[src/rtl/core/dns_name_wire_encoder_unit_assert.svh]
// Assertion macros for the DNS name wire encoder.
// Each macro checks on the rising edge of clock and is disabled during reset.
`ifndef DNS_NAME_WIRE_ENCODER_UNIT_ASSERT_SVH
`define DNS_NAME_WIRE_ENCODER_UNIT_ASSERT_SVH

// The property must hold in the same cycle as its trigger.
`define DNWE_ASSERT_NOW(label, trig, cond, msg) \
   label: assert property (@(posedge clock) disable iff (reset) (trig) |-> (cond)) \
      else $error(msg);

// The property must hold in the cycle after its trigger.
`define DNWE_ASSERT_NEXT(label, trig, cond, msg) \
   label: assert property (@(posedge clock) disable iff (reset) (trig) |=> (cond)) \
      else $error(msg);

`endif

[src/rtl/core/dnwe_pkg.sv]
`default_nettype none
package dnwe_pkg;

   // Longest label, in characters.
   localparam logic [5:0] LABEL_MAX  = 6'd63;
   // Longest encoded name, in bytes, terminator included.
   localparam int         NAME_MAX   = 255;
   // Highest offset at which the terminator may be written.
   localparam logic [8:0] NAME_LIMIT = 9'(NAME_MAX - 1);

   localparam logic [7:0] DOT_CHAR  = 8'h2E;
   localparam logic [7:0] TERM_BYTE = 8'h00;

   // Slots of one item's write bundle, in the order they go out.
   localparam int NUM_SLOTS = 3;
   localparam int SLOT_CHAR = 0;
   localparam int SLOT_LEN  = 1;
   localparam int SLOT_TERM = 2;

   typedef struct packed {
      logic [7:0] wr_offset;
      logic [7:0] wr_byte;
      logic       name_done;
      logic [8:0] name_length;
      logic       overflow;
   } dnwe_write_type;

   typedef struct packed {
      logic [NUM_SLOTS-1:0]                 mask;
      dnwe_write_type [NUM_SLOTS-1:0]       slot;
   } dnwe_bundle_type;

   typedef struct packed {
      logic           valid;
      logic           run_last;
      dnwe_write_type write;
   } dnwe_emit_type;

endpackage
`default_nettype wire

[src/rtl/core/dnwe_ifs.sv]
`default_nettype none
interface dnwe_req_if;
   logic       valid;
   logic       ready;
   logic [7:0] ch;
   logic       end_of_name;

   modport source (output valid, output ch, output end_of_name, input ready);
   modport sink   (input valid, input ch, input end_of_name, output ready);
endinterface

interface dnwe_rsp_if;
   logic       valid;
   logic       ready;
   logic [7:0] wr_offset;
   logic [7:0] wr_byte;
   logic       run_last;
   logic       name_done;
   logic [8:0] name_length;
   logic       overflow;

   modport source (output valid, output wr_offset, output wr_byte, output run_last,
                   output name_done, output name_length, output overflow, input ready);
   modport sink   (input valid, input wr_offset, input wr_byte, input run_last,
                   input name_done, input name_length, input overflow, output ready);
endinterface
`default_nettype wire

[src/rtl/core/dnwe_label_tracker.sv]
`default_nettype none
module dnwe_label_tracker
   import dnwe_pkg::*;
(
   input  logic            clock,
   input  logic            reset,
   input  logic            accept,
   input  logic [7:0]      ch,
   input  logic            end_of_name,
   output dnwe_bundle_type bundle
);

   logic [7:0] next_offset_ff, next_offset_in;
   logic [7:0] label_start_ff, label_start_in;
   logic [5:0] label_count_ff, label_count_in;
   logic       overflow_seen_ff, overflow_seen_in;

   logic       is_dot;
   logic [7:0] off_mid;
   logic [7:0] start_mid;
   logic [5:0] count_mid;
   logic       ovf_mid;

   always_comb begin
      is_dot    = (ch == DOT_CHAR);
      off_mid   = next_offset_ff;
      start_mid = label_start_ff;
      count_mid = label_count_ff;
      ovf_mid   = overflow_seen_ff;
      bundle    = '0;

      // Character write: opening a label also reserves its length byte.
      if (!is_dot) begin
         if (label_count_ff == 6'd0) begin
            if ({1'b0, next_offset_ff} + 9'd2 <= NAME_LIMIT) begin
               start_mid = next_offset_ff;
               off_mid   = next_offset_ff + 8'd2;
               count_mid = 6'd1;
               bundle.mask[SLOT_CHAR]           = 1'b1;
               bundle.slot[SLOT_CHAR].wr_offset = next_offset_ff + 8'd1;
               bundle.slot[SLOT_CHAR].wr_byte   = ch;
            end else begin
               ovf_mid = 1'b1;
            end
         end else begin
            if (label_count_ff >= LABEL_MAX ||
                {1'b0, next_offset_ff} + 9'd1 > NAME_LIMIT) begin
               ovf_mid = 1'b1;
            end else begin
               off_mid   = next_offset_ff + 8'd1;
               count_mid = label_count_ff + 6'd1;
               bundle.mask[SLOT_CHAR]           = 1'b1;
               bundle.slot[SLOT_CHAR].wr_offset = next_offset_ff;
               bundle.slot[SLOT_CHAR].wr_byte   = ch;
            end
         end
      end

      // Close an open label by writing its length into the reserved byte.
      if ((is_dot || end_of_name) && count_mid != 6'd0) begin
         bundle.mask[SLOT_LEN]           = 1'b1;
         bundle.slot[SLOT_LEN].wr_offset = start_mid;
         bundle.slot[SLOT_LEN].wr_byte   = {2'b00, count_mid};
         count_mid = 6'd0;
      end

      if (end_of_name) begin
         bundle.mask[SLOT_TERM]             = 1'b1;
         bundle.slot[SLOT_TERM].wr_offset   = off_mid;
         bundle.slot[SLOT_TERM].wr_byte     = TERM_BYTE;
         bundle.slot[SLOT_TERM].name_done   = 1'b1;
         bundle.slot[SLOT_TERM].name_length = {1'b0, off_mid} + 9'd1;
         bundle.slot[SLOT_TERM].overflow    = ovf_mid;
      end

      // The terminator returns the tracker to its starting state.
      if (end_of_name) begin
         next_offset_in   = 8'd0;
         label_start_in   = 8'd0;
         label_count_in   = 6'd0;
         overflow_seen_in = 1'b0;
      end else begin
         next_offset_in   = off_mid;
         label_start_in   = start_mid;
         label_count_in   = count_mid;
         overflow_seen_in = ovf_mid;
      end
   end

   always_ff @(posedge clock) begin
      if (reset) begin
         next_offset_ff   <= 8'd0;
         label_start_ff   <= 8'd0;
         label_count_ff   <= 6'd0;
         overflow_seen_ff <= 1'b0;
      end else if (accept) begin
         next_offset_ff   <= next_offset_in;
         label_start_ff   <= label_start_in;
         label_count_ff   <= label_count_in;
         overflow_seen_ff <= overflow_seen_in;
      end
   end

endmodule
`default_nettype wire

[src/rtl/core/dnwe_write_sequencer.sv]
`default_nettype none
module dnwe_write_sequencer
   import dnwe_pkg::*;
(
   input  logic            clock,
   input  logic            reset,
   input  logic            accept,
   input  dnwe_bundle_type bundle,
   input  logic            rsp_ready,
   output logic            req_ready,
   output dnwe_emit_type   emit
);

   logic [NUM_SLOTS-1:0] pending_ff, pending_in;
   dnwe_write_type [NUM_SLOTS-1:0] slot_ff;

   logic [NUM_SLOTS-1:0] sel_onehot;
   logic [NUM_SLOTS-1:0] remaining;
   logic [1:0]           sel_idx;
   logic                 fire;

   always_comb begin
      sel_onehot = '0;
      sel_idx    = 2'(SLOT_CHAR);
      priority if (pending_ff[SLOT_CHAR]) begin
         sel_onehot[SLOT_CHAR] = 1'b1;
         sel_idx               = 2'(SLOT_CHAR);
      end else if (pending_ff[SLOT_LEN]) begin
         sel_onehot[SLOT_LEN] = 1'b1;
         sel_idx              = 2'(SLOT_LEN);
      end else begin
         sel_onehot[SLOT_TERM] = pending_ff[SLOT_TERM];
         sel_idx               = 2'(SLOT_TERM);
      end

      remaining = pending_ff & ~sel_onehot;
      fire      = (|pending_ff) && rsp_ready;

      emit.valid    = |pending_ff;
      emit.run_last = (remaining == '0);
      emit.write    = slot_ff[sel_idx];

      // A new item may enter while the last write of the previous one leaves.
      req_ready = (pending_ff == '0) || (fire && remaining == '0);

      if (accept) begin
         pending_in = bundle.mask;
      end else if (fire) begin
         pending_in = remaining;
      end else begin
         pending_in = pending_ff;
      end
   end

   always_ff @(posedge clock) begin
      if (reset) begin
         pending_ff <= '0;
      end else begin
         pending_ff <= pending_in;
      end
   end

   always_ff @(posedge clock) begin
      if (accept) begin
         slot_ff <= bundle.slot;
      end
   end

endmodule
`default_nettype wire

[src/rtl/core/dns_name_wire_encoder_unit.sv]
// Latency: the first write of an item appears in the cycle after its transfer.
// Throughput: one write per cycle while the output is ready; an item with zero or one
// writes does not hold the input, an item with two or three holds it until its last write leaves.
// Reset: synchronous, active high; clears the label state and any pending writes.
`default_nettype none
module dns_name_wire_encoder_unit
   import dnwe_pkg::*;
(
   input  logic        clock,
   input  logic        reset,
   dnwe_req_if.sink    req_chan,
   dnwe_rsp_if.source  rsp_chan
);

   // The tracker turns each character into a bundle of up to three writes:
   // the character itself, the length write-back that closes a label, and
   // the terminator. The sequencer holds that bundle and sends its writes
   // out one transfer at a time, in that order.

   logic            accept;
   logic            req_ready;
   dnwe_bundle_type bundle;
   dnwe_emit_type   emit;

   assign accept         = req_chan.valid && req_ready;
   assign req_chan.ready = req_ready;

   dnwe_label_tracker u_tracker (
      .clock       (clock),
      .reset       (reset),
      .accept      (accept),
      .ch          (req_chan.ch),
      .end_of_name (req_chan.end_of_name),
      .bundle      (bundle)
   );

   dnwe_write_sequencer u_sequencer (
      .clock     (clock),
      .reset     (reset),
      .accept    (accept),
      .bundle    (bundle),
      .rsp_ready (rsp_chan.ready),
      .req_ready (req_ready),
      .emit      (emit)
   );

   assign rsp_chan.valid       = emit.valid;
   assign rsp_chan.run_last    = emit.run_last;
   assign rsp_chan.wr_offset   = emit.write.wr_offset;
   assign rsp_chan.wr_byte     = emit.write.wr_byte;
   assign rsp_chan.name_done   = emit.write.name_done;
   assign rsp_chan.name_length = emit.write.name_length;
   assign rsp_chan.overflow    = emit.write.overflow;

`include "dns_name_wire_encoder_unit_assert.svh"

   // The terminator is always the final write of its item.
   `DNWE_ASSERT_NOW(a_done_is_last, rsp_chan.valid && rsp_chan.name_done, rsp_chan.run_last, "terminator not last write of item")

   // The reported length counts every byte up to and including the terminator.
   `DNWE_ASSERT_NOW(a_length_matches, rsp_chan.valid && rsp_chan.name_done, rsp_chan.name_length == {1'b0, rsp_chan.wr_offset} + 9'd1, "name length does not match terminator offset")

   // Length and overflow are zero on every write but the terminator.
   `DNWE_ASSERT_NOW(a_status_quiet, rsp_chan.valid && !rsp_chan.name_done, rsp_chan.name_length == 9'd0 && !rsp_chan.overflow, "status fields set on a non-terminator write")

   // A stalled write must stop the input side.
   `DNWE_ASSERT_NOW(a_stall_blocks_input, rsp_chan.valid && !rsp_chan.ready, !req_chan.ready, "input accepted while a write is stalled")

endmodule
`default_nettype wire
[src/flat_wrapper.sv]
// flat-port wrapper written by rule: the top's interface ports become plain ports
module dns_name_wire_encoder_unit_flat import dnwe_pkg::*;
  (clock, reset, req_chan_valid, req_chan_ch, req_chan_end_of_name, req_chan_ready, rsp_chan_valid, rsp_chan_wr_offset, rsp_chan_wr_byte, rsp_chan_run_last, rsp_chan_name_done, rsp_chan_name_length, rsp_chan_overflow, rsp_chan_ready);
  dnwe_req_if req_chan_i ();
  dnwe_rsp_if rsp_chan_i ();
  input  logic clock;
  input  logic reset;
  input wire logic [$bits(req_chan_i.valid)-1:0] req_chan_valid;
  input wire logic [$bits(req_chan_i.ch)-1:0] req_chan_ch;
  input wire logic [$bits(req_chan_i.end_of_name)-1:0] req_chan_end_of_name;
  output wire logic [$bits(req_chan_i.ready)-1:0] req_chan_ready;
  output wire logic [$bits(rsp_chan_i.valid)-1:0] rsp_chan_valid;
  output wire logic [$bits(rsp_chan_i.wr_offset)-1:0] rsp_chan_wr_offset;
  output wire logic [$bits(rsp_chan_i.wr_byte)-1:0] rsp_chan_wr_byte;
  output wire logic [$bits(rsp_chan_i.run_last)-1:0] rsp_chan_run_last;
  output wire logic [$bits(rsp_chan_i.name_done)-1:0] rsp_chan_name_done;
  output wire logic [$bits(rsp_chan_i.name_length)-1:0] rsp_chan_name_length;
  output wire logic [$bits(rsp_chan_i.overflow)-1:0] rsp_chan_overflow;
  input wire logic [$bits(rsp_chan_i.ready)-1:0] rsp_chan_ready;
  assign req_chan_i.valid = req_chan_valid;
  assign req_chan_i.ch = req_chan_ch;
  assign req_chan_i.end_of_name = req_chan_end_of_name;
  assign req_chan_ready = req_chan_i.ready;
  assign rsp_chan_valid = rsp_chan_i.valid;
  assign rsp_chan_wr_offset = rsp_chan_i.wr_offset;
  assign rsp_chan_wr_byte = rsp_chan_i.wr_byte;
  assign rsp_chan_run_last = rsp_chan_i.run_last;
  assign rsp_chan_name_done = rsp_chan_i.name_done;
  assign rsp_chan_name_length = rsp_chan_i.name_length;
  assign rsp_chan_overflow = rsp_chan_i.overflow;
  assign rsp_chan_i.ready = rsp_chan_ready;
  dns_name_wire_encoder_unit u_core (.clock(clock), .reset(reset), .req_chan(req_chan_i), .rsp_chan(rsp_chan_i));
endmodule
[config.mk]
export PLATFORM = sky130hd
export DESIGN_NAME = dns_name_wire_encoder_unit_flat
export DESIGN_NICKNAME = d
export VERILOG_FILES = /design/src/rtl/core/dnwe_pkg.sv /design/src/rtl/core/dnwe_ifs.sv /design/src/rtl/core/dnwe_label_tracker.sv /design/src/rtl/core/dnwe_write_sequencer.sv /design/src/rtl/core/dns_name_wire_encoder_unit.sv /design/src/flat_wrapper.sv
export VERILOG_INCLUDE_DIRS = /design/src /design/src/rtl/core
export SDC_FILE = /design/constraint.sdc
export NUM_CORES = 1
export LEC_CHECK = 0
export BUFFER_PORTS_ARGS = -buffer_cell sky130_fd_sc_hd__buf_2
export CAP_MARGIN = 5
export CORE_MARGIN = 2
export CORE_UTILIZATION = 60
export CTS_BUF_LIST = sky130_fd_sc_hd__clkbuf_8
export DETAILED_ROUTE_END_ITERATION = 8
export GPL_ROUTABILITY_DRIVEN = 0
export MAX_ROUTING_LAYER = met4
export PLACE_DENSITY = 0.82
export SLEW_MARGIN = 20
export SYNTH_ARGS = -nofsm -noshare
export SYNTH_HDL_FRONTEND = slang
export SYNTH_SLANG_ARGS = --single-unit
[constraint.sdc]
create_clock -name clock -period 11.8 [get_ports clock]
set_clock_uncertainty 0.2 [all_clocks]
set_input_delay 2.95 -clock clock [delete_from_list [all_inputs] [get_ports clock]]
set_output_delay 2.95 -clock clock [all_outputs]
set_load 0.02 [all_outputs]
==> results of run 1 <==
[power by group]
part           switching, mW  internal, mW
clock                 0.0978         0.119
sequential            0.0128         0.300
combinational         0.0769        0.0376
total                  0.188         0.456
[metrics by stage]
| stage | hold WS, ns | util | total power [mW] | worst slack, ns | area, sq um |
|---|---|---|---|---|---|
| floorplan | 0.2788 | - | 0.3974 | 5.434 | 4380 |
| global placement | 0.2937 | 0.6401 | 0.4273 | 5.221 | 4593 |
| detailed placement | 0.3003 | 0.6401 | 0.4312 | 5.192 | 4593 |
| CTS | 0.3209 | 0.6701 | 0.6440 | 5.191 | 4808 |
| global route | 0.3355 | 0.6701 | 0.6696 | 5.170 | 4808 |
| finish | 0.3179 | 0.6701 | 0.6435 | 5.190 | 4808 |
[critical path: cells and delay by family]
family,cells,cell delay (ns)
compound gates,1,0.22
buf+inv,2,0.29
[cell type report]
class | count | area, sq um
inverter | 14 | 52.55
sequential | 75 | 1992
timing repair buffer | 44 | 225.2
clock buffer | 9 | 123.9
tap | 99 | 123.9
clock inverter | 7 | 91.34
fill | 557 | 2367
multi-input combinational | 356 | 2200
[worst min path at each step]
stage / to / startpoint / cells past startpoint / slack, ns
finish: u_core.u_tracker.label_start_ff[7]$_SDFFE_PP0P_ / u_core.u_tracker.label_start_ff[7]$_SDFFE_PP0P_ / 2 / 0.32
global route: u_core.u_tracker.overflow_seen_ff$_SDFFE_PP0P_ / u_core.u_tracker.overflow_seen_ff$_SDFFE_PP0P_ / 2 / 0.34
CTS: u_core.u_tracker.label_start_ff[7]$_SDFFE_PP0P_ / u_core.u_tracker.label_start_ff[7]$_SDFFE_PP0P_ / 2 / 0.32
detailed placement: u_core.u_tracker.label_start_ff[7]$_SDFFE_PP0P_ / u_core.u_tracker.label_start_ff[7]$_SDFFE_PP0P_ / 2 / 0.30
global placement: u_core.u_tracker.label_start_ff[7]$_SDFFE_PP0P_ / u_core.u_tracker.label_start_ff[7]$_SDFFE_PP0P_ / 2 / 0.29
floorplan: u_core.u_tracker.label_start_ff[5]$_SDFFE_PP0P_ / u_core.u_tracker.label_start_ff[5]$_SDFFE_PP0P_ / 2 / 0.28
[state kept, by name, summed over array words and instances, names as in the netlist]
signal and cells:
u_core.u_tracker.label_start_ff 8, u_core.u_sequencer.pending_ff 3, u_core.u_tracker.label_count_ff 6, u_core.u_tracker.next_offset_ff 8
u_core.u_sequencer.slot_ff 49, u_core.u_tracker.overflow_seen_ff 1
[routing by layer]
metal | GRT usage | part of all wire
met5 | - | 0
met4 | 0.09362 | 0.024
met3 | 0.06925 | 0.085
met2 | 0.4121 | 0.46
met1 | 0.3848 | 0.43
[logic make-up (layout without fill, tap and decap cells)]
group / Yosys count / in the layout / share of synthesized area
simple gates: 205 / 205 / 0.2391
xor+xnor: 9 / 9 / 0.01800
flops: 75 / 75 / 0.4547
mux: 11 / 11 / 0.02571
compound gates: 121 / 121 / 0.1908
fa+ha+maj: 10 / 10 / 0.02856
buf+inv: 43 / 74 / 0.04313
[cells in the mapped netlist, types with 3 or more instances]
| cell | n |
|---|---|
| sky130_fd_sc_hd__a21oi_1 | 29 |
| sky130_fd_sc_hd__a22o_1 | 8 |
| sky130_fd_sc_hd__a22oi_1 | 14 |
| sky130_fd_sc_hd__a2bb2oi_1 | 4 |
| sky130_fd_sc_hd__a31oi_1 | 6 |
| sky130_fd_sc_hd__and2_1 | 29 |
| sky130_fd_sc_hd__and3_1 | 4 |
| sky130_fd_sc_hd__buf_2 | 9 |
| sky130_fd_sc_hd__clkbuf_1 | 14 |
| sky130_fd_sc_hd__dfxtp_1 | 26 |
| sky130_fd_sc_hd__edfxtp_1 | 49 |
| sky130_fd_sc_hd__ha_1 | 10 |
| sky130_fd_sc_hd__inv_1 | 14 |
| sky130_fd_sc_hd__mux2i_1 | 9 |
| sky130_fd_sc_hd__nand2_1 | 56 |
| sky130_fd_sc_hd__nand3_1 | 11 |
| sky130_fd_sc_hd__nand4_1 | 7 |
| sky130_fd_sc_hd__nor2_1 | 53 |
| sky130_fd_sc_hd__nor2b_1 | 3 |
| sky130_fd_sc_hd__nor3_1 | 11 |
| sky130_fd_sc_hd__nor4_1 | 6 |
| sky130_fd_sc_hd__nor4b_1 | 3 |
| sky130_fd_sc_hd__o21a_1 | 4 |
| sky130_fd_sc_hd__o21ai_0 | 27 |
| sky130_fd_sc_hd__o22ai_1 | 3 |
| sky130_fd_sc_hd__or3_1 | 4 |
| sky130_fd_sc_hd__xnor2_1 | 7 |
==> impl.org, run 1 <==
** Yosys
- Area leader, netlist :: sky130_fd_sc_hd__edfxtp_1
- Part of the Yosys area used for sequential elements :: 0.4547
- Synthesized net count :: around 500
- Dominant cells by area after synthesis :: sky130_fd_sc_hd__edfxtp_1 34%, sky130_fd_sc_hd__dfxtp_1 12%, sky130_fd_sc_hd__nand2_1 4.8%, sky130_fd_sc_hd__nor2_1 4.5%, sky130_fd_sc_hd__and2_1 4.1%
- Of the post-synthesis cell area, the dominant cell type holds 0.3359.
- In the synthesized netlist the dominant register cell turns out to be sky130_fd_sc_hd__edfxtp_1.
- Mapped Cells :: around 470
- Number of different library cells in the post-synthesis netlist :: 70
- Number of flops mapped to enable cells by yosys :: 49
- Of all flip-flops after synthesis, the portion carrying an async set or reset was 0.
- Count of state elements after synthesis :: 75
- Average cell area after synthesis :: between 9 and 10 sq um
- Area of the mapped netlist :: 0.004380 sq mm
- During synthesis, Yosys emitted a total of 0 warnings.

** Setup path
- Arrival time reported for the critical path endpoint :: 3.46 ns
- The worst register-to-register path has a depth of 10.
- At the worst endpoint, the required time is ~8.7 ns.
- Crit Reg-Reg Startpoint :: u_core.u_tracker.next_offset_ff[2]$_SDFFE_PP0P_
- Element type at the critical path start :: input pin
- Crit Path Max Fanout :: 5
- Worst setup path startpoint :: rsp_chan_ready
- On the critical path, the stage with the largest delay is an instance of sky130_fd_sc_hd__a22o_1.
- Most frequent cell on the critical path :: sky130_fd_sc_hd__buf_2
- Setup CP Type :: in -> out
- Maximum cell stage delay along the critical path :: ~0.22 ns
- The critical path ends at req_chan_ready.
- End of the worst register-to-register path :: u_core.u_sequencer.slot_ff[62]$_SDFFCE_PN0P_
- Crit end category :: primary output
- The critical path goes through buf_2, a22o_1, buf_2.
- Reg-to-reg setup timing slack :: around 7.3 ns

** Layout
- Commonest non-fill, non-tap cell in the layout :: sky130_fd_sc_hd__nand2_1
- Area overhead of the layout relative to synthesis :: 9.769%
- Share of post-route cells with drive strength above 1 :: 0.1564
- For this run, the post-layout net count is around 520.
- Final standard cell count with taps included and fillers excluded :: just over 600
- Count of inserted antenna diode cells :: 0
- In the layout the commonest cells are 56 x sky130_fd_sc_hd__nand2_1, 53 x sky130_fd_sc_hd__nor2_1, 49 x sky130_fd_sc_hd__edfxtp_1, 42 x sky130_fd_sc_hd__buf_2.

** Floorplanning
- Measured along the y axis, the die boundary spans roughly 90 um.
- Number of cell rows :: 31
- Die outline area :: around 0.0080 sq mm
- Core area :: about 0.0072 sq mm
- In this run the count of I/O pins placed on the die edge is 43.
- Effective utilization at floorplan :: 0.6105
- The die is between 80 and 90 um wide.

** Route
- Iteration-0 DRC Markers :: ~500
- Using the TritonRoute via totals, the vias-per-cell ratio works out to between 6 and 7.
- Detailed-routing iteration count for the pre-antenna-repair pass :: 6
- Routed wire length per instance :: between 15 and 20 um
- Residual antenna-violating net count after detailed routing :: 0
- # DRC :: 0
- DR vias :: roughly 3800
- The routed design has ~11 mm of wire.

** STA
- Timing would allow up to around 0.15 GHz.
- Setup repair after global routing missed its margin :: false
- After layout, the minimum clock period comes to 6.610 ns.
- Measured against its own limit, the worst slew margin works out to 0.3590.
- Ratio of final minimum period to clock period :: 0.5602
- Number of endpoints failing setup at the final stage :: 0
- The number of failing hold endpoints at the final stage came to 0.
- Total count of max-transition violations in the final report :: 0
- Slew at the pin with the worst max-slew slack :: 0.9603 ns
- Setup_tns :: 0 ns

** Placed design
- Detailed placement ended at an HPWL of approximately 7.4 mm.
- In this run, placement finished with an instance count of between 500 and 600.
- Buffers placed on the I/O ports in this run total between 40 and 50.

** CTS
- CTS clock-pin slew for the worst setup and hold paths :: 0.08 ns
- CTS saw between 70 and 80 sinks.
- Count of H-tree levels built during CTS :: 3
- After clock tree synthesis, the repair step resized 0 gates.
- The tree is rooted in a sky130_fd_sc_hd__clkbuf_8.
- Number of buffers added to fix hold violations after cts :: 0
- Number of buffers inserted by post-CTS setup repair :: 0
- Clock latency on the worst-skew pair, taken at its later pin, is roughly 0.35 ns.
- Maximum count of clock buffers along a single path :: 2
- TritonCTS clock tree :: done
- Number of buffers created by CTS :: 9

** GRT
- The via count of the first global-routing pass came to about 3300.
- Number of antenna violations at the first check in global routing :: 0
- Summed over all layers, the global routing overflow is 0.
- Across every metal layer, demand over resource in global routing totals 0.2817.
- First-pass GRT wire length :: between 15 and 20 mm
- Maximum number of pins on one net before global-route repair :: 54

** Min path
- In this run the worst hold path is classified as reg -> reg.

** Power
- Maximum resistive drop on vdd :: around 65 uV
- The analysis attributes to cell leakage a power of around 1.8 nW.
- In this run the power density over the cells is roughly 130 mW/mm^2.

** Run status
- Result of the run :: completed

** Run
- MaxCap Viol Count :: 0
Power figures use the tool's default switching activity.
==> inputs of run 2 (changes only) <==
ABC_AREA = 1   (was not set)
CORE_UTILIZATION = 56   (was 60)
PLACE_DENSITY = 0.8   (was 0.82)
clock period = 5.44 ns   (was 11.8 ns; I/O delays follow)
==> impl.org, run 2 <==
** STA
- The clock period could shrink to between 4 and 5 ns.
- The least setup slack across all paths after layout is 1.323 ns (-3.867 ns).
- Timing-limited maximum frequency :: 0.2429 GHz
- Slew at the pin with the worst max-slew slack :: 1.019 ns (+0.05910 ns)
- Worst-case headroom to the max-slew limit :: 0.3194 (-0.03951)
- Setup repair after global routing left no endpoint under its margin.
- The number of failing hold endpoints at the final stage was 0 (unchanged).
- The final hold slack was 0.2695 ns (-0.04841 ns).
- Setup_tns :: 0 ns (unchanged)
- Ratio of final minimum period to clock period :: 0.7568
- The final number of max-transition violations was 0 (unchanged).
- The number of setup violations in the final report came to 0 (unchanged).

** CTS
- The tree is rooted in a sky130_fd_sc_hd__clkbuf_8.
- The buffer depth of the longest clock path came to 2 (unchanged).
- The number of buffers inserted during clock tree synthesis is 9 (unchanged).
- Number of buffers added to fix hold violations after cts :: 0 (unchanged)
- The setup fix buffers added after clock tree synthesis is 0 (unchanged).
- The count of cells resized by post-cts repair is 0 (unchanged).
- Number of clock sinks :: 75 (unchanged)
- The number of levels the H-tree was split into came to 3 (unchanged).
- TritonCTS built the clock tree.
- The source-to-sink clock delay at the later pin of the worst-skew pair was 0.36 ns (about the same).
- The clock transition at the registers of the reported paths was 0.08 ns (about the same).

** Yosys
- The biggest area contributor in the post-synthesis netlist is sky130_fd_sc_hd__edfxtp_1.
- The share of async-settable or async-resettable flops after synthesis came to 0 (unchanged).
- The number of nets in the synthesized netlist came to 586 (+18%).
- The number of enable flip-flop cells after synthesis is 49 (unchanged).
- The area of the mapped netlist was 0.004354 sq mm (-0.60%).
- Number of different library cells in the post-synthesis netlist :: 37 (-47%)
- Count of state elements after synthesis :: 75 (unchanged)
- The synthesis warning total was 0 (unchanged).
- The mean instance size in the synthesized netlist came to 7.734 sq um (-16%).
- In the synthesized netlist the dominant register cell turns out to be sky130_fd_sc_hd__edfxtp_1.
- Part of the Yosys area used for sequential elements :: 0.4575 (+0.002744)
- Top post-synthesis cells by count :: 159 x sky130_fd_sc_hd__nand2_1, 65 x sky130_fd_sc_hd__nor2_1, 63 x sky130_fd_sc_hd__inv_1, 49 x sky130_fd_sc_hd__edfxtp_1, 37 x sky130_fd_sc_hd__nand3_1
- Synth top area share :: 0.3379 (+0.002027)
- Dominant cells by area after synthesis :: sky130_fd_sc_hd__edfxtp_1 34%, sky130_fd_sc_hd__nand2_1 14%, sky130_fd_sc_hd__dfxtp_1 12%, sky130_fd_sc_hd__nor2_1 5.6%, sky130_fd_sc_hd__inv_1 5.4%
- The synthesized instance count was 563 (+19%).
- Count leader, synth :: sky130_fd_sc_hd__nand2_1

** Layout
- Share of post-route cells with drive strength above 1 :: 0.1880 (+0.03158)
- Area overhead of the layout relative to synthesis :: 11.35%
- The fill cell instance count of the final layout came to 630 (+13%).
- The final layout net count came to 619 (+18%).
- The flip-flop count of the largest register, all copies and words added came to 49 (unchanged).
- Area of the multi-input gates :: 0.001962 sq mm (-11%)
- Sequential cell area :: 0.001992 sq mm (unchanged)
- Non-Filler Cell Area, Final :: 0.004848 sq mm (+0.83%)
- Most used cells in the layout excluding fill and tap cells :: 159 x sky130_fd_sc_hd__nand2_1, 65 x sky130_fd_sc_hd__nor2_1, 63 x sky130_fd_sc_hd__inv_1, 49 x sky130_fd_sc_hd__edfxtp_1, 42 x sky130_fd_sc_hd__buf_2
- The largest registers in the layout are u_core.u_sequencer.slot_ff: 49 flops, u_core.u_tracker.label_start_ff: 8 flops, u_core.u_tracker.next_offset_ff: 8 flops.
- Commonest non-fill, non-tap cell in the layout :: sky130_fd_sc_hd__nand2_1
- Counting flops per register, the top entry is u_core.u_sequencer.slot_ff.
- The final cell count without fillers came to 703 (+16%).
- Count of inserted antenna diode cells :: 0 (unchanged)

** Floorplanning
- The die outline width came to 92.18 um (+3.1%).
- Number of cell rows :: 32 (+3.2%)
- The die area came to 0.008496 sq mm (+6.2%).
- The total core area is 0.007647 sq mm (+6.6%).
- Effective utilization at floorplan :: 0.5694 (-0.04109)
- I/O Pins :: 43 (unchanged)
- Die span in y :: 92.18 um (+3.1%)

** Setup path
- Highest-delay cell along the critical path :: sky130_fd_sc_hd__nor2_1
- Required @ worst endpoint :: 3.88 ns (-4.77 ns)
- Crit Reg-Reg Startpoint :: u_core.u_sequencer.pending_ff[0]$_SDFFE_PP0P_
- The worst setup path is captured at a primary output.
- Arrival time reported for the critical path endpoint :: 2.56 ns (-0.90 ns)
- Reg-to-reg setup timing slack :: 1.50 ns (-5.76 ns)
- In this run the critical register-to-register path is captured at u_core.u_sequencer.pending_ff[1]$_SDFFE_PP0P_.
- The biggest cell delay along the critical path was 0.67 ns (+0.45 ns).
- Traced cell by cell, the critical path runs through nor2_1, inv_1, nor2_1, inv_1, o21ai_2, buf_2.
- Crit Path Max Fanout :: 18 (+13)
- FF-to-FF path depth :: 10 (unchanged)
- Setup CP Type :: reg -> out
- The worst setup path is launched from a flop.

** Power
- Maximum resistive drop on vdd :: 117.9 uV (+83%)
- Power density normalized to cell area :: 314.8 mW/mm^2 (+140%)
- Total leakage power :: 2.103 nW (+20%)

** Placed design
- The placed cell count came to 687 (+17%).
- The placement-stage cell area was 0.004583 sq mm (-0.22%).
- The post-placement worst setup slack is 1.558 ns (-3.634 ns).
- The total half-perimeter wirelength after legalization and detailed placement was 7.471 mm (+1.4%).
- I/O Buffers :: 42 (unchanged)

** Run
- MaxCap Viol Count :: 0 (unchanged)

** Min path
- The path with the worst hold slack has its endpoint at u_core.u_tracker.label_start_ff[2]$_SDFFE_PP0P_.
- The worst hold path belongs to the class reg -> reg.
- The worst hold path begins at u_core.u_tracker.label_start_ff[2]$_SDFFE_PP0P_.
- The depth of the worst hold-timing path came to 2 (unchanged).

** Route
- Vias per cell :: 5.484 (-14%)
- The violation count after the first detailed-route iteration came to 354 (-30%).
- The overall routed net length was 10.32 mm (-3.8%).
- Residual antenna-violating net count after detailed routing :: 0 (unchanged)
- Detailed-routing iteration count for the pre-antenna-repair pass :: 5 (-1)
- The total vias in the final route came to 3855 (+0.39%).
- The remaining routing DRC violations is 0 (unchanged).
- The post-detailed-route wirelength per cell was 14.68 um (-17%).

** GRT
- First-pass GRT wire length :: 16.86 mm (+2.6%)
- The initial antenna violation count was 0 (unchanged).
- Maximum number of pins on one net before global-route repair :: 52 (-3.7%)
- The overall routing resource usage came to 0.2613 (-0.02042).
- The remaining global-route overflow came to 0 (unchanged).
- Vias in the first global route :: 3524 (+8.0%)

** Run status
- The run finished with clean final reports.
-- run 2: how the worst max path moves through the flow --
stage                                                              from                                             to  slack, ns
after floorplan                                          rsp_chan_ready   u_core.u_sequencer.slot_ff[11]$_SDFFCE_PP0P_       1.96
after global placement                                   req_chan_ch[3]   u_core.u_sequencer.slot_ff[61]$_SDFFCE_PN0P_       1.70
after CTS                 u_core.u_sequencer.pending_ff[0]$_SDFFE_PP0P_                                 req_chan_ready       1.34
after detailed placement  u_core.u_sequencer.pending_ff[0]$_SDFFE_PP0P_  u_core.u_sequencer.pending_ff[1]$_SDFFE_PP0P_       1.56
after global routing      u_core.u_sequencer.pending_ff[0]$_SDFFE_PP0P_                                 req_chan_ready       1.05
final                     u_core.u_sequencer.pending_ff[0]$_SDFFE_PP0P_                                 req_chan_ready       1.32
-- run 2: kinds of logic after synthesis --
logic type,after synthesis,share of synthesized area
AO/OA/AOI/OAI,73,0.1012
XOR/XNOR,3,0.006036
adder cells (fa/ha/maj),10,0.02874
buffers and inverters,96,0.09195
flip-flops,75,0.4575
AND/OR/NAND/NOR,306,0.3147
-- run 2: metrics by stage --
step	utilization	power, mW
after floorplan	-	0.8898
after global placement	0.5993	0.9636
after detailed placement	0.5993	0.9727
after CTS	0.6340	1.527
after global routing	0.6340	1.585
final	0.6340	1.526
-- run 2: metal layers --
metal / global-route usage / vias up / share of wire
met5: - / - / 0
met4: 0.09080 / 0 / 0.021
met3: 0.04601 / 21 / 0.059
met2: 0.4020 / 146 / 0.48
met1: 0.3519 / 1803 / 0.44
li1: - / 1885 / -
-- run 2: cell type report --
cell class | instances | share of cell area
tap | 102 | 0.02632
multi-input combinational | 392 | 0.4046
inverter | 75 | 0.05858
sequential | 75 | 0.4108
clock inverter | 7 | 0.02916
timing repair buffer | 43 | 0.04490
clock buffer | 9 | 0.02555
-- run 2: critical path: cells and delay by family, from the launching register on --
| family | cells | cell delay [ns] |
|---|---|---|
| compound gates | 1 | 0.09 |
| buf+inv | 3 | 0.73 |
| flops | 1 | 0.53 |
| simple gates | 2 | 0.86 |
-- run 2: where the power goes --
group	total, mW	internal (mW)	switching (mW)
Clock	0.562	0.352	0.210
Sequential	0.682	0.659	0.0235
Combinational	0.282	0.0780	0.204
==> inputs of run 3 (changes only) <==
CORE_UTILIZATION = 60   (was 56)
PLACE_DENSITY = 0.82   (was 0.8)
clock period = 4.25 ns   (was 5.44 ns; I/O delays follow)
==> impl.org, run 3 (synthesized netlist as in run 2, its figures left out) <==
** STA
- Setup_tns :: 0 ns (unchanged)
- Dividing the final minimum period by the clock period gives 0.8369.
- The number of failing hold endpoints at the final stage is 0 (unchanged).
- Timing-limited maximum frequency :: 0.2812 GHz
- The worst relative slew slack is 0.3040 (-0.01542).
- The worst path needs roughly 3.6 ns of the cycle, external delays included.
- The final number of max-transition violations was 0 (unchanged).
- The number of setup violations in the final report is 0 (unchanged).
- Setup repair after global routing left no endpoint under its margin.
- Slew at the pin with the worst max-slew slack :: 1.042 ns (+0.02309 ns)

** CTS
- CTS clock-pin slew for the worst setup and hold paths :: 0.09 ns (about the same)
- The source-to-sink clock delay at the later pin of the worst-skew pair came to 0.37 ns (about the same).
- Library cell used as clock root buffer :: sky130_fd_sc_hd__clkbuf_8
- Number of buffers inserted by post-CTS setup repair :: 0 (unchanged)
- Number of resized instances in the post-cts repair step :: 0 (unchanged)
- Number of buffers created by CTS :: 9 (unchanged)
- Count of H-tree levels built during CTS :: 3 (unchanged)
- Number of clock sinks :: 75 (unchanged)
- TritonCTS clock tree :: done
- The buffer depth of the longest clock path was 2 (unchanged).
- Number of buffers added to fix hold violations after cts :: 0 (unchanged)

** GRT
- The largest net degree at the start of global routing was 52 (unchanged).
- The remaining global-route overflow was 0 (unchanged).
- Number of antenna violations at the first check in global routing :: 0 (unchanged)
- The wire length of the first global-routing pass was 16.28 mm (-3.4%).
- The via count of the first global-routing pass was 3378 (-4.1%).
- GRT Overall Usage :: 0.2816 (+0.02032)

** Layout
- Register with the highest flop count :: u_core.u_sequencer.slot_ff
- The fill cell instance count of the final layout was 577 (-8.4%).
- Registers with the most flip-flops :: u_core.u_sequencer.slot_ff: 49 flops, u_core.u_tracker.label_start_ff: 8 flops, u_core.u_tracker.next_offset_ff: 8 flops
- Net total in the final layout :: 620 (+0.16%)
- Count of inserted antenna diode cells :: 0 (unchanged)
- Leaving out fill and tap cells, the most frequent cells in the layout are 159 x sky130_fd_sc_hd__nand2_1, 64 x sky130_fd_sc_hd__nor2_1, 63 x sky130_fd_sc_hd__inv_1, 49 x sky130_fd_sc_hd__edfxtp_1, 42 x sky130_fd_sc_hd__buf_2.
- Relative to the synthesized area, the layout overhead comes to 11.49%.
- The ratio of cells with drive above 1 in the final layout was 0.1910 (+0.003010).
- The flip-flop count of the largest register, all copies and words added is 49 (unchanged).
- Commonest non-fill, non-tap cell in the layout :: sky130_fd_sc_hd__nand2_1
- Final core utilization :: 0.6802 (+0.04623)

** Floorplanning
- Effective utilization at floorplan :: 0.6101 (+0.04073)
- The die outline width was 89.19 um (-3.2%).
- The die area came to 0.007954 sq mm (-6.4%).
- Number of cell rows :: 31 (-3.1%)
- The total core area is 0.007137 sq mm (-6.7%).
- I/O Pins :: 43 (unchanged)
- Die span in y :: 89.19 um (-3.2%)

** Route
- The total met2 wirelength after detailed routing came to 5.014 mm (+2.2%).
- DR vias :: 3858 (+0.078%)
- Total routed wire length on the met1 layer :: 4.567 mm (-0.48%)
- Residual antenna-violating net count after detailed routing :: 0 (unchanged)
- The post-detailed-route wirelength per cell came to 15.08 um (+2.7%).
- The wire length on met3 is 783 um (+29%).
- Detailed-routing iteration count for the pre-antenna-repair pass :: 5 (unchanged)
- Total wire length :: 10.57 mm (+2.4%)
- Signal routing reaches up to met4.
- # DRC :: 0 (unchanged)
- Vias per cell :: 5.504 (+0.36%)
- Iteration-0 DRC Markers :: 388 (+9.6%)

** Setup path
- Crit Path Max Fanout :: 11 (-7)
- Among the stages of the critical path, the cell type that occurs most often is sky130_fd_sc_hd__nand2_1.
- List of cells traversed by the critical path :: ha_1, nand2_1, inv_1, nand2_1, nand2_1, nand2_2, nor2_2, nand2_4, nand2_1, inv_1, ha_1, or2_2, o21ai_0, inv_1, ha_1, nand2_1, nor2_2, nand2_1, o21ai_1
- Required @ worst endpoint :: 4.18 ns (+0.30 ns)
- The critical path is of the reg -> reg type.
- STA classifies the critical path endpoint as a flop.
- The critical path data arrival time was 3.48 ns (+0.92 ns).
- Broken down by cell family, the worst path's largest delay share belongs to simple AND/OR/NAND/NOR gates.
- Among all stages on the critical path, the largest delay is contributed by sky130_fd_sc_hd__dfxtp_1.
- The reg2reg setup slack is 0.69 ns (-0.81 ns).
- Maximum cell stage delay along the critical path :: 0.55 ns (-0.12 ns)
- STA classifies the critical path startpoint as a flop.
- WP buf/inv :: 3 (unchanged)

** Power
- Power density normalized to cell area :: 407.5 mW/mm^2 (+29%)
- The overall power of the completed layout was 1.978 mW (+30%).
- Maximum resistive drop on vdd :: 170.9 uV (+45%)
- The leakage power of the design came to 2.107 nW (+0.19%).

** Min path
- Min-delay worst type :: reg -> reg

** Run
- The reported max-cap violation count was 0 (unchanged).

** Run status
- The flow ran to the end, and the final reports show no timing, DRC or antenna violations.

** Placed design
- The count of port buffers added during placement came to 42 (unchanged).
- The total half-perimeter wirelength after legalization and detailed placement is 7.440 mm (-0.41%).
[run 3: changes by cell type in the layout (fill, tap and decap cells not counted), sizes merged]
cell / previous run / this run
buf: 43 / 44
[run 3: worst register-to-register path: cells and delay by family, from the launching register on]
kind                     cells  cell delay, ns
adder cells (fa/ha/maj)      3            0.81
flip-flops                   1            0.55
buffers and inverters        3            0.37
AO/OA/AOI/OAI                2            0.19
AND/OR/NAND/NOR             11            1.20
[run 3: worst paths after layout]
check                                                                startpoint                                         endpoint  depth (start not counted)
worst min register to register  u_core.u_tracker.label_start_ff[2]$_SDFFE_PP0P_  u_core.u_tracker.label_start_ff[2]$_SDFFE_PP0P_                          2
worst max-delay path            u_core.u_tracker.next_offset_ff[2]$_SDFFE_PP0P_     u_core.u_sequencer.slot_ff[61]$_SDFFCE_PN0P_                         19
worst min-delay path            u_core.u_tracker.label_start_ff[2]$_SDFFE_PP0P_  u_core.u_tracker.label_start_ff[2]$_SDFFE_PP0P_                          2
worst max register to register  u_core.u_tracker.next_offset_ff[2]$_SDFFE_PP0P_     u_core.u_sequencer.slot_ff[61]$_SDFFCE_PN0P_                         19
[run 3: power breakdown]
group	switching, mW	internal (mW)	leakage, nW
sequential	0.0288	0.843	0.696
clock	0.291	0.451	0.135
combinational	0.261	0.103	1.28
total	0.582	1.40	2.11
[run 3: layer usage]
metal,global-route usage,vias to the layer above
li1,-,1883
met1,0.3709,1770
met2,0.4263,178
met3,0.06925,27
met4,0.09769,0
met5,-,-
[run 3: layout make-up]
| cell class | instances | area [sq um] | area share |
|---|---|---|---|
| clock inverters | 7 | 141.4 | 0.02912 |
| multi-input cells | 392 | 1964 | 0.4046 |
| flip-flops and latches | 75 | 1992 | 0.4103 |
| repair buffers | 44 | 225.2 | 0.04639 |
| inverters | 75 | 284.0 | 0.05851 |
| well taps | 99 | 123.9 | 0.02552 |
| clock buffers | 9 | 123.9 | 0.02552 |
[run 3: per-stage QoR]
stage	setup slack, ns	instance area, sq um	cells	hold slack [ns]
detailed placement	0.6340	4587	685	0.2552
finish	0.6932	4855	701	0.2743
global placement	0.7150	4587	685	0.2504
floorplan	1.069	4354	563	0.2422
global route	0.4357	4855	701	0.2859
CTS	0.7322	4852	701	0.2671
